$ cat config.mk
export PLATFORM = sky130hd
export DESIGN_NAME = reverb_decay_time_meter
export DESIGN_NICKNAME = d
export VERILOG_FILES = /design/src/hw/rtl/rvdt_pkg.sv /design/src/hw/rtl/reverb_decay_time_meter.sv /design/src/hw/rtl/rvdt_noise.sv
export SDC_FILE = /design/constraint.sdc
export NUM_CORES = 2
export LEC_CHECK = 0
export ABC_AREA = 1
export BUFFER_PORTS_ARGS = -buffer_cell sky130_fd_sc_hd__buf_2
export CORE_MARGIN = 5
export CORE_UTILIZATION = 40
export DETAILED_ROUTE_END_ITERATION = 10
export PLACE_DENSITY = 0.55
export SLEW_MARGIN = 20
export SYNTH_ARGS = -nofsm -noshare
export SYNTH_HDL_FRONTEND = slang
export SYNTH_SLANG_ARGS = --single-unit
$ cat constraint.sdc
create_clock -name clk -period 12.45 [get_ports clk]
set_input_delay 1.245 -clock clk [delete_from_list [all_inputs] [get_ports clk]]
set_output_delay 1.245 -clock clk [all_outputs]
set_load 0.03 [all_outputs]
$ cat src/hw/rtl/rvdt_pkg.sv
// Shared constants, types and the noise LFSR step function of the decay time meter.
package rvdt_pkg;

	// Configuration register widths (fixed by the register map)
	localparam int CYCLE_W = 24;
	localparam int BCAST_W = 24;
	localparam int GAIN_W  = 16;
	localparam int FLOOR_W = 24;
	localparam int CFG_W   = 24;

	// Configuration register index
	typedef logic [1:0] cfg_idx_t;
	localparam cfg_idx_t CFG_CYCLE_SAMPLES     = 2'd0;
	localparam cfg_idx_t CFG_BROADCAST_SAMPLES = 2'd1;
	localparam cfg_idx_t CFG_DECAY_GAIN        = 2'd2;
	localparam cfg_idx_t CFG_AMPLITUDE_FLOOR   = 2'd3;

	// Register reset values
	localparam logic [CYCLE_W-1:0] CYCLE_RESET = 24'd4800;
	localparam logic [BCAST_W-1:0] BCAST_RESET = 24'd48000;
	localparam logic [GAIN_W-1:0]  GAIN_RESET  = 16'd66;
	localparam logic [FLOOR_W-1:0] FLOOR_RESET = 24'd838861;

	// Reported status codes
	typedef logic [1:0] status_t;
	localparam status_t ST_IDLE      = 2'd0;
	localparam status_t ST_BROADCAST = 2'd1;
	localparam status_t ST_TESTING   = 2'd2;
	localparam status_t ST_DONE      = 2'd3;

	// Noise generator: Galois LFSR x^32+x^22+x^2+x+1
	localparam int          LFSR_W    = 32;
	localparam logic [31:0] LFSR_MASK = 32'h8020_0003;
	localparam logic [31:0] LFSR_SEED = 32'h0000_ACE1;

	// Advance the LFSR by one full word; flattens to an XOR network per bit
	function automatic logic [LFSR_W-1:0] lfsr_adv_word(input logic [LFSR_W-1:0] v);
		logic [LFSR_W-1:0] r;
		r = v;
		for (int k = 0; k < LFSR_W; k++) begin
			if (r[0]) begin
				r = (r >> 1) ^ LFSR_MASK;
			end else begin
				r = r >> 1;
			end
		end
		return r;
	endfunction

endpackage

$ cat src/hw/rtl/reverb_decay_time_meter.sv
// Reverb decay time meter: noise burst, then peak-to-peak decay measurement.
// An accepted request passes the input register, then the result register, to m_axis.
// Throughput: one sample per cycle unless m_axis stalls; both registers hold one item each.
// The whole per-sample update (window compare, one RW x 16 multiply) sits between them.
// Reset (arst_n low) returns to idle with the LFSR at its seed and registers at defaults.
module reverb_decay_time_meter
	import rvdt_pkg::*;
#(
	parameter int SAMPLE_BITS = 24
) (
	input  logic                clk,
	input  logic                arst_n,
	// configuration write port
	input  logic                cfg_we,
	input  cfg_idx_t            cfg_addr,
	input  logic [CFG_W-1:0]    cfg_data,
	// input samples
	input  logic                s_axis_tvalid,
	output logic                s_axis_tready,
	// tdata from bit 0: sample_in, start_request, zero fill
	input  logic [((SAMPLE_BITS+8)/8)*8-1:0] s_axis_tdata,
	// results
	output logic                m_axis_tvalid,
	input  logic                m_axis_tready,
	// tdata from bit 0: out_left, out_right, status, decay_valid, decay_samples, zero fill
	output logic [((2*SAMPLE_BITS+36)/8)*8-1:0] m_axis_tdata
);

	localparam int SW      = SAMPLE_BITS;
	localparam int NB      = SAMPLE_BITS - 3;
	localparam int RW      = (SAMPLE_BITS > FLOOR_W) ? SAMPLE_BITS : FLOOR_W;
	localparam int PW      = RW + GAIN_W;
	localparam int CNT_W   = 32;
	localparam int OUT_RAW = 2 * NB + 35;

	localparam logic [1:0] PH_IDLE      = 2'd0;
	localparam logic [1:0] PH_BROADCAST = 2'd1;
	localparam logic [1:0] PH_PENDING   = 2'd2;
	localparam logic [1:0] PH_TESTING   = 2'd3;

	localparam logic signed [SW-1:0] SAMPLE_MAX = {1'b0, {(SW-1){1'b1}}};
	localparam logic signed [SW-1:0] SAMPLE_MIN = {1'b1, {(SW-1){1'b0}}};

	// configuration registers
	logic [CYCLE_W-1:0] cycle_samples_q;
	logic [BCAST_W-1:0] broadcast_samples_q;
	logic [GAIN_W-1:0]  decay_gain_q;
	logic [FLOOR_W-1:0] amplitude_floor_q;

	// measurement state
	logic [1:0]            phase_q, phase_n;
	status_t               status_q, status_n;
	logic [CNT_W-1:0]      elapsed_q, elapsed_n;
	logic [CYCLE_W-1:0]    wcount_q, wcount_n;
	logic signed [SW-1:0]  wmin_q, wmin_n;
	logic signed [SW-1:0]  wmax_q, wmax_n;
	logic [RW-1:0]         ref_q, ref_n;
	logic                  ref_taken_q, ref_taken_n;
	logic [CNT_W-1:0]      decay_q, decay_n;

	// input register
	logic                  valid_s1;
	logic signed [SW-1:0]  sample_s1;
	logic                  start_s1;

	// result register
	logic                  out_valid_q;
	logic signed [NB-1:0]  out_left_q;
	logic signed [NB-1:0]  out_right_q;
	status_t               out_status_q;
	logic                  out_decay_valid_q;
	logic [CNT_W-1:0]      out_decay_q;

	// handshake
	logic                  out_free;
	logic                  adv_s1;

	// per-sample datapath
	logic                  draw;
	logic signed [NB-1:0]  noise_left;
	logic signed [NB-1:0]  noise_right;
	logic signed [NB-1:0]  left_n;
	logic signed [NB-1:0]  right_n;
	logic                  found_n;
	logic signed [SW:0]    span;
	logic [RW-1:0]         amp;
	logic [RW-1:0]         floor_ext;
	logic [PW-1:0]         amp_scaled;
	logic [PW-1:0]         threshold;
	logic [CNT_W-1:0]      elapsed_inc;

	assign out_free      = !out_valid_q || m_axis_tready;
	assign adv_s1        = valid_s1 && out_free;
	assign s_axis_tready = !valid_s1 || out_free;

	// Write configuration registers
	always_ff @(posedge clk or negedge arst_n) begin
		if (!arst_n) begin
			cycle_samples_q     <= CYCLE_RESET;
			broadcast_samples_q <= BCAST_RESET;
			decay_gain_q        <= GAIN_RESET;
			amplitude_floor_q   <= FLOOR_RESET;
		end else if (cfg_we) begin
			unique case (cfg_addr)
				CFG_CYCLE_SAMPLES:     cycle_samples_q     <= cfg_data[CYCLE_W-1:0];
				CFG_BROADCAST_SAMPLES: broadcast_samples_q <= cfg_data[BCAST_W-1:0];
				CFG_DECAY_GAIN:        decay_gain_q        <= cfg_data[GAIN_W-1:0];
				CFG_AMPLITUDE_FLOOR:   amplitude_floor_q   <= cfg_data[FLOOR_W-1:0];
				default: ;
			endcase
		end
	end

	// Capture an accepted request into the input register
	always_ff @(posedge clk or negedge arst_n) begin
		if (!arst_n) begin
			valid_s1 <= 1'b0;
		end else if (s_axis_tready) begin
			valid_s1 <= s_axis_tvalid;
		end
	end

	always_ff @(posedge clk) begin
		if (s_axis_tvalid && s_axis_tready) begin
			sample_s1 <= s_axis_tdata[SW-1:0];
			start_s1  <= s_axis_tdata[SW];
		end
	end

	// Draw noise on broadcast ticks without a restart
	assign draw = adv_s1 && (phase_q == PH_BROADCAST) && !start_s1;

	rvdt_noise #(
		.NOISE_BITS (NB)
	) u_noise (
		.clk         (clk),
		.arst_n      (arst_n),
		.draw        (draw),
		.noise_left  (noise_left),
		.noise_right (noise_right)
	);

	// Window amplitude and decay threshold
	always_comb begin
		elapsed_inc = (elapsed_q == {CNT_W{1'b1}}) ? elapsed_q : elapsed_q + 1'b1;
		wmin_n      = (sample_s1 < wmin_q) ? sample_s1 : wmin_q;
		wmax_n      = (sample_s1 > wmax_q) ? sample_s1 : wmax_q;
		span        = {wmax_n[SW-1], wmax_n} - {wmin_n[SW-1], wmin_n};
		amp         = RW'(span[SW-1:0]);
		floor_ext   = RW'(amplitude_floor_q);
		amp_scaled  = {amp, {GAIN_W{1'b0}}};
		threshold   = PW'(ref_q) * PW'(decay_gain_q);
	end

	// Next state for the sample in the input register
	always_comb begin
		phase_n     = phase_q;
		status_n    = status_q;
		elapsed_n   = elapsed_q;
		wcount_n    = wcount_q;
		ref_n       = ref_q;
		ref_taken_n = ref_taken_q;
		decay_n     = decay_q;
		found_n     = 1'b0;
		left_n      = '0;
		right_n     = '0;
		priority if (phase_q == PH_TESTING) begin
			elapsed_n = elapsed_inc;
			if (wcount_q < cycle_samples_q) begin
				wcount_n = wcount_q + 1'b1;
			end else begin
				if (!ref_taken_q) begin
					ref_n       = (amp > floor_ext) ? amp : floor_ext;
					ref_taken_n = 1'b1;
				end else if (amp_scaled < threshold) begin
					decay_n     = elapsed_inc;
					status_n    = ST_DONE;
					found_n     = 1'b1;
					phase_n     = PH_IDLE;
					ref_taken_n = 1'b0;
				end
				wcount_n = '0;
			end
		end else if (start_s1) begin
			phase_n   = PH_BROADCAST;
			status_n  = ST_BROADCAST;
			elapsed_n = '0;
		end else if (phase_q == PH_PENDING) begin
			elapsed_n = '0;
			phase_n   = PH_TESTING;
		end else if (phase_q == PH_BROADCAST) begin
			left_n    = noise_left;
			right_n   = noise_right;
			elapsed_n = elapsed_inc;
			if (elapsed_inc >= CNT_W'(broadcast_samples_q)) begin
				phase_n  = PH_PENDING;
				status_n = ST_TESTING;
			end
		end else begin
			// idle without a start: hold everything
		end
	end

	// Update measurement state when the sample moves on
	always_ff @(posedge clk or negedge arst_n) begin
		if (!arst_n) begin
			phase_q     <= PH_IDLE;
			status_q    <= ST_IDLE;
			elapsed_q   <= '0;
			wcount_q    <= '0;
			wmin_q      <= SAMPLE_MAX;
			wmax_q      <= SAMPLE_MIN;
			ref_q       <= '0;
			ref_taken_q <= 1'b0;
			decay_q     <= '0;
		end else if (adv_s1) begin
			phase_q     <= phase_n;
			status_q    <= status_n;
			elapsed_q   <= elapsed_n;
			wcount_q    <= wcount_n;
			ref_q       <= ref_n;
			ref_taken_q <= ref_taken_n;
			decay_q     <= decay_n;
			if (phase_q == PH_TESTING) begin
				// a closing window starts over from the extreme values
				if (wcount_q < cycle_samples_q) begin
					wmin_q <= wmin_n;
					wmax_q <= wmax_n;
				end else begin
					wmin_q <= SAMPLE_MAX;
					wmax_q <= SAMPLE_MIN;
				end
			end
		end
	end

	// Hold the result until the master side takes it
	always_ff @(posedge clk or negedge arst_n) begin
		if (!arst_n) begin
			out_valid_q <= 1'b0;
		end else if (out_free) begin
			out_valid_q <= valid_s1;
		end
	end

	always_ff @(posedge clk) begin
		if (adv_s1) begin
			out_left_q        <= left_n;
			out_right_q       <= right_n;
			out_status_q      <= status_n;
			out_decay_valid_q <= found_n;
			out_decay_q       <= decay_n;
		end
	end

	// Pack the result request
	always_comb begin
		m_axis_tdata = '0;
		m_axis_tdata[OUT_RAW-1:0] = {out_decay_q, out_decay_valid_q, out_status_q,
			out_right_q, out_left_q};
	end

	assign m_axis_tvalid = out_valid_q;

	// Status tracks the phase
	a_testing_status: assert property (@(posedge clk) disable iff (!arst_n)
		(phase_q == PH_TESTING) |-> (status_q == ST_TESTING))
		else $error("testing phase with status other than testing");

	a_ref_only_testing: assert property (@(posedge clk) disable iff (!arst_n)
		ref_taken_q |-> (phase_q == PH_TESTING))
		else $error("reference held outside the testing phase");

	a_idle_status: assert property (@(posedge clk) disable iff (!arst_n)
		(phase_q == PH_IDLE) |-> (status_q == ST_IDLE || status_q == ST_DONE))
		else $error("idle phase with broadcast or testing status");

	a_found_sets_done: assert property (@(posedge clk) disable iff (!arst_n)
		(adv_s1 && found_n) |=> (phase_q == PH_IDLE && decay_q == out_decay_q))
		else $error("decay found without return to idle");

endmodule

$ cat src/hw/rtl/rvdt_noise.sv
// Stereo white noise source: LFSR state and the two draws of one sample tick.
module rvdt_noise
	import rvdt_pkg::*;
#(
	parameter int NOISE_BITS = 21
) (
	input  logic                         clk,
	input  logic                         arst_n,
	input  logic                         draw,
	output logic signed [NOISE_BITS-1:0] noise_left,
	output logic signed [NOISE_BITS-1:0] noise_right
);

	logic [LFSR_W-1:0] lfsr_q;
	logic [LFSR_W-1:0] left_word;
	logic [LFSR_W-1:0] right_word;

	// Left draws first, right continues from the left state
	always_comb begin
		left_word  = lfsr_adv_word(lfsr_q);
		right_word = lfsr_adv_word(left_word);
	end

	assign noise_left  = left_word[NOISE_BITS-1:0];
	assign noise_right = right_word[NOISE_BITS-1:0];

	// Advance only on ticks that send noise
	always_ff @(posedge clk or negedge arst_n) begin
		if (!arst_n) begin
			lfsr_q <= LFSR_SEED;
		end else if (draw) begin
			lfsr_q <= right_word;
		end
	end

endmodule

==> results.toml <==
[setup_path]
crit_fanout = 57
rr_endpoint = "decay_q[15]"
arrival_ns = 11.11
crit_start = "ref_q[7]"
worst-r2r-setup-slack_ns = 1.79
worstSetupStartpointType = "register"
end_kind = "register"
cp_common_cell = "nand2_1"
slowest_delay_ns = 0.78
cp.required_ns = 12.89
r2r-start = "ref_q[7]"
rr_worst_depth = 53
worst_path_max_delay_cell = "dfrtp_1"
crit_type = "reg2reg"

[status]
outcome = "completed"

[final_layout]
diodes = 0
fillers = 8664
area_growth_pct = 10.0
finalNetCount = 4928
drive_gt1_share_pct = 10.9
layoutNonFillerInstCount = 5474

[logic_synthesis]
netlist_area_mm2 = 0.0352
synthCells = 4223
yosysWarnings = 0
avgSynthCellArea_um2 = 8.33
ys_seq_elements = 389
synthDistinctLibCells = 54
seq_area_frac_synth_pct = 29.3

[run]
max_cap_viol_count = 0

[place]
place_ws_ns = 1.71
io_buffer_count = 134
dp.cells = 5384
hpwl_um = 71800
place_congestion = 0.868

[routing]
top_layer = "met5"
drcViolationCount = 0
routedWlPerCell_um = 17.1
wl_met2_um = 42700
drtIter0Drc = 1702
vias = 27092
via_per_inst = 4.95
dr_wl_met3_um = 5120
drt_wl_total_um = 93400
antenna_left = 0
met1Wirelength_um = 43200
first_pass_iters = 7

[floorplan]
die_x_um = 307
core.rowCount = 108
start_util_pct = 40.4
die_h_um = 307
pin_count = 145
die_area_mm2 = 0.0940
coreArea_mm2 = 0.0870

[timing]
whs_ns = 0.481
fmax_mhz = 93.8
drv_slew = 0
setup_viol = 0
tns_ns = 0
slew_headroom_pct = 29.9
period_share_pct = 85.6
skew_ns = 0.0383
tightest_slew_ns = 1.05
rsz0062_at_grt = "no"
min_period_ns = 10.66
setup_ws_ns = 1.79
finalHoldViolations = 0

[clocking]
cts_root_buffer = "clkbuf_16"
cts_setup_buffers = 0
htree_levels = 2
clock_path_buffers = 3
cts_sinks = 389
cts_buffers = 48
cts_tree = "yes"
cts_resized = 0
clock_latency_ns = 0.62
clk_pin_slew_ns = 0.06
cts_hold_buf = 0

[hold_path]
holdPathEnd = "decay_q[29]"
hold_depth = 2
min-delay-start = "decay_q[29]"
hp-class = "reg2reg"

[grt]
track_usage_pct = 20.0
grt.overflow.total = 0
grt_pass1_wl_um = 150000
grt_max_degree = 107
antenna_found_initial = 2
grt_pass1_vias = 26730
[cell families (layout without fill, tap and decap cells)]
logic type / after synthesis / in the layout / share of synthesized area (%)
xor gates and xnor gates: 192 / 192 / 5.34
DFF: 389 / 389 / 29.3
and+or+nand+nor: 1452 / 1452 / 18.2
other: 1 / 3 / 0.0107
adders and majority gates: 586 / 586 / 27.4
AOI/OAI and AO/OA: 581 / 581 / 8.82
buffers and inverters: 1022 / 1116 / 11.0
[worst max-delay path: cells and delay by family, from the launching register on]
family	cells	cell delay [ns]
compound gates	12	2.22
xor+xnor	1	0.14
fa+ha+maj	8	3.73
buf+inv	7	0.76
flops	1	0.78
simple gates	25	2.84
[registers in the layout, summed over array words and instances, names as in the netlist, 2 cells and up]
name	cells
decay_q	32
elapsed_q	32
out_decay_q	32
u_noise.lfsr_q	32
amplitude_floor_q	24
broadcast_samples_q	24
cycle_samples_q	24
ref_q	24
sample_s1	24
wcount_q	24
wmax_q	24
wmin_q	24
out_left_q	21
out_right_q	21
decay_gain_q	16
out_status_q	2
phase_q	2
status_q	2
[layer usage]
| metal | global-route usage [%] | up-vias |
|---|---|---|
| li1 | - | 13301 |
| met1 | 28.2 | 13138 |
| met2 | 32.2 | 519 |
| met3 | 3.52 | 132 |
| met4 | 5.03 | 2 |
| met5 | 0 | - |
[cell type report]
cell class	count	area (um^2)	area share [%]
Multi-Input combinational cell	2814	21100	54.4
Sequential cell	389	10300	26.6
Inverter	840	3160	8.16
Tap cell	1155	1450	3.73
Clock buffer	64	1390	3.58
Timing Repair Buffer	186	1070	2.77
Clock inverter	26	290	0.750
[worst max path at each step]
stage                        endpoint  slack [ns]  cells after the start
final                     decay_q[15]        1.79                     53
after global routing      decay_q[15]        0.77                     53
after CTS                 decay_q[15]        1.73                     53
after detailed placement  decay_q[15]        1.71                     53
after global placement    decay_q[15]        1.79                     53
after floorplan            decay_q[0]        2.93                     56
[per-stage QoR]
step,util [%],cell area [um^2]
finish,44.5,38700
global route,44.5,38700
CTS,44.5,38700
detailed placement,42.6,37000
global placement,42.6,37000
floorplan,-,35200
[placed cells by master (no fill, tap or decap), types with 6 or more instances in the layout]
master,n
xor2_1,127
dfstp_2,56
nand3_1,190
o21bai_1,10
a21oi_1,133
nand2_1,929
inv_2,9
inv_1,823
clkinvlp_4,6
o221ai_1,6
fa_1,307
o21ai_0,351
edfxtp_1,102
clkbuf_1,7
clkbuf_8,6
dfrtp_1,231
nand2_2,65
buf_4,52
nand4_1,30
a211oi_1,10
a31oi_1,7
o22ai_1,35
ha_1,279
clkbuf_16,51
nand3_2,35
nor2_1,135
nor3_1,27
buf_2,133
nand2_4,15
clkinv_2,11
xnor2_1,51
nor4_1,9
[cell usage after synthesis (all sizes together)]
library cell	instances	area, um^2
dfrtp	231	5780
o21bai	10	75.1
xnor3	8	185
or4	1	7.51
o31ai	4	30.0
nand4	30	188
inv	835	3140
o311ai	1	8.76
o221ai	6	52.6
nor4b	1	8.76
nor3	27	135
fa	307	6150
o221a	1	11.3
xor3	4	98.8
nand3	227	1340
o211ai	5	37.5
nand3b	4	42.5
xnor2	52	455
a211oi	10	75.1
ha	279	3490
o21a	3	22.5
o2111ai	1	8.76
edfxtp	102	3060
conb	1	3.75
o21ai	356	1780
nand2	1009	4060
xor2	128	1140
clkinv	5	18.8
dfstp	56	1470
buf	11	63.8
a2111oi	3	26.3
clkbuf	171	642
a21oi	133	666
and3	3	18.8
or2	2	12.5
nor4	10	62.6
a31oi	7	43.8
a221oi	1	8.76
o22ai	35	219
a21o	5	37.5
nor2	138	518
Power is not shown: default switching activity piles up to over one toggle a cycle in this logic, so the estimate is an artifact.
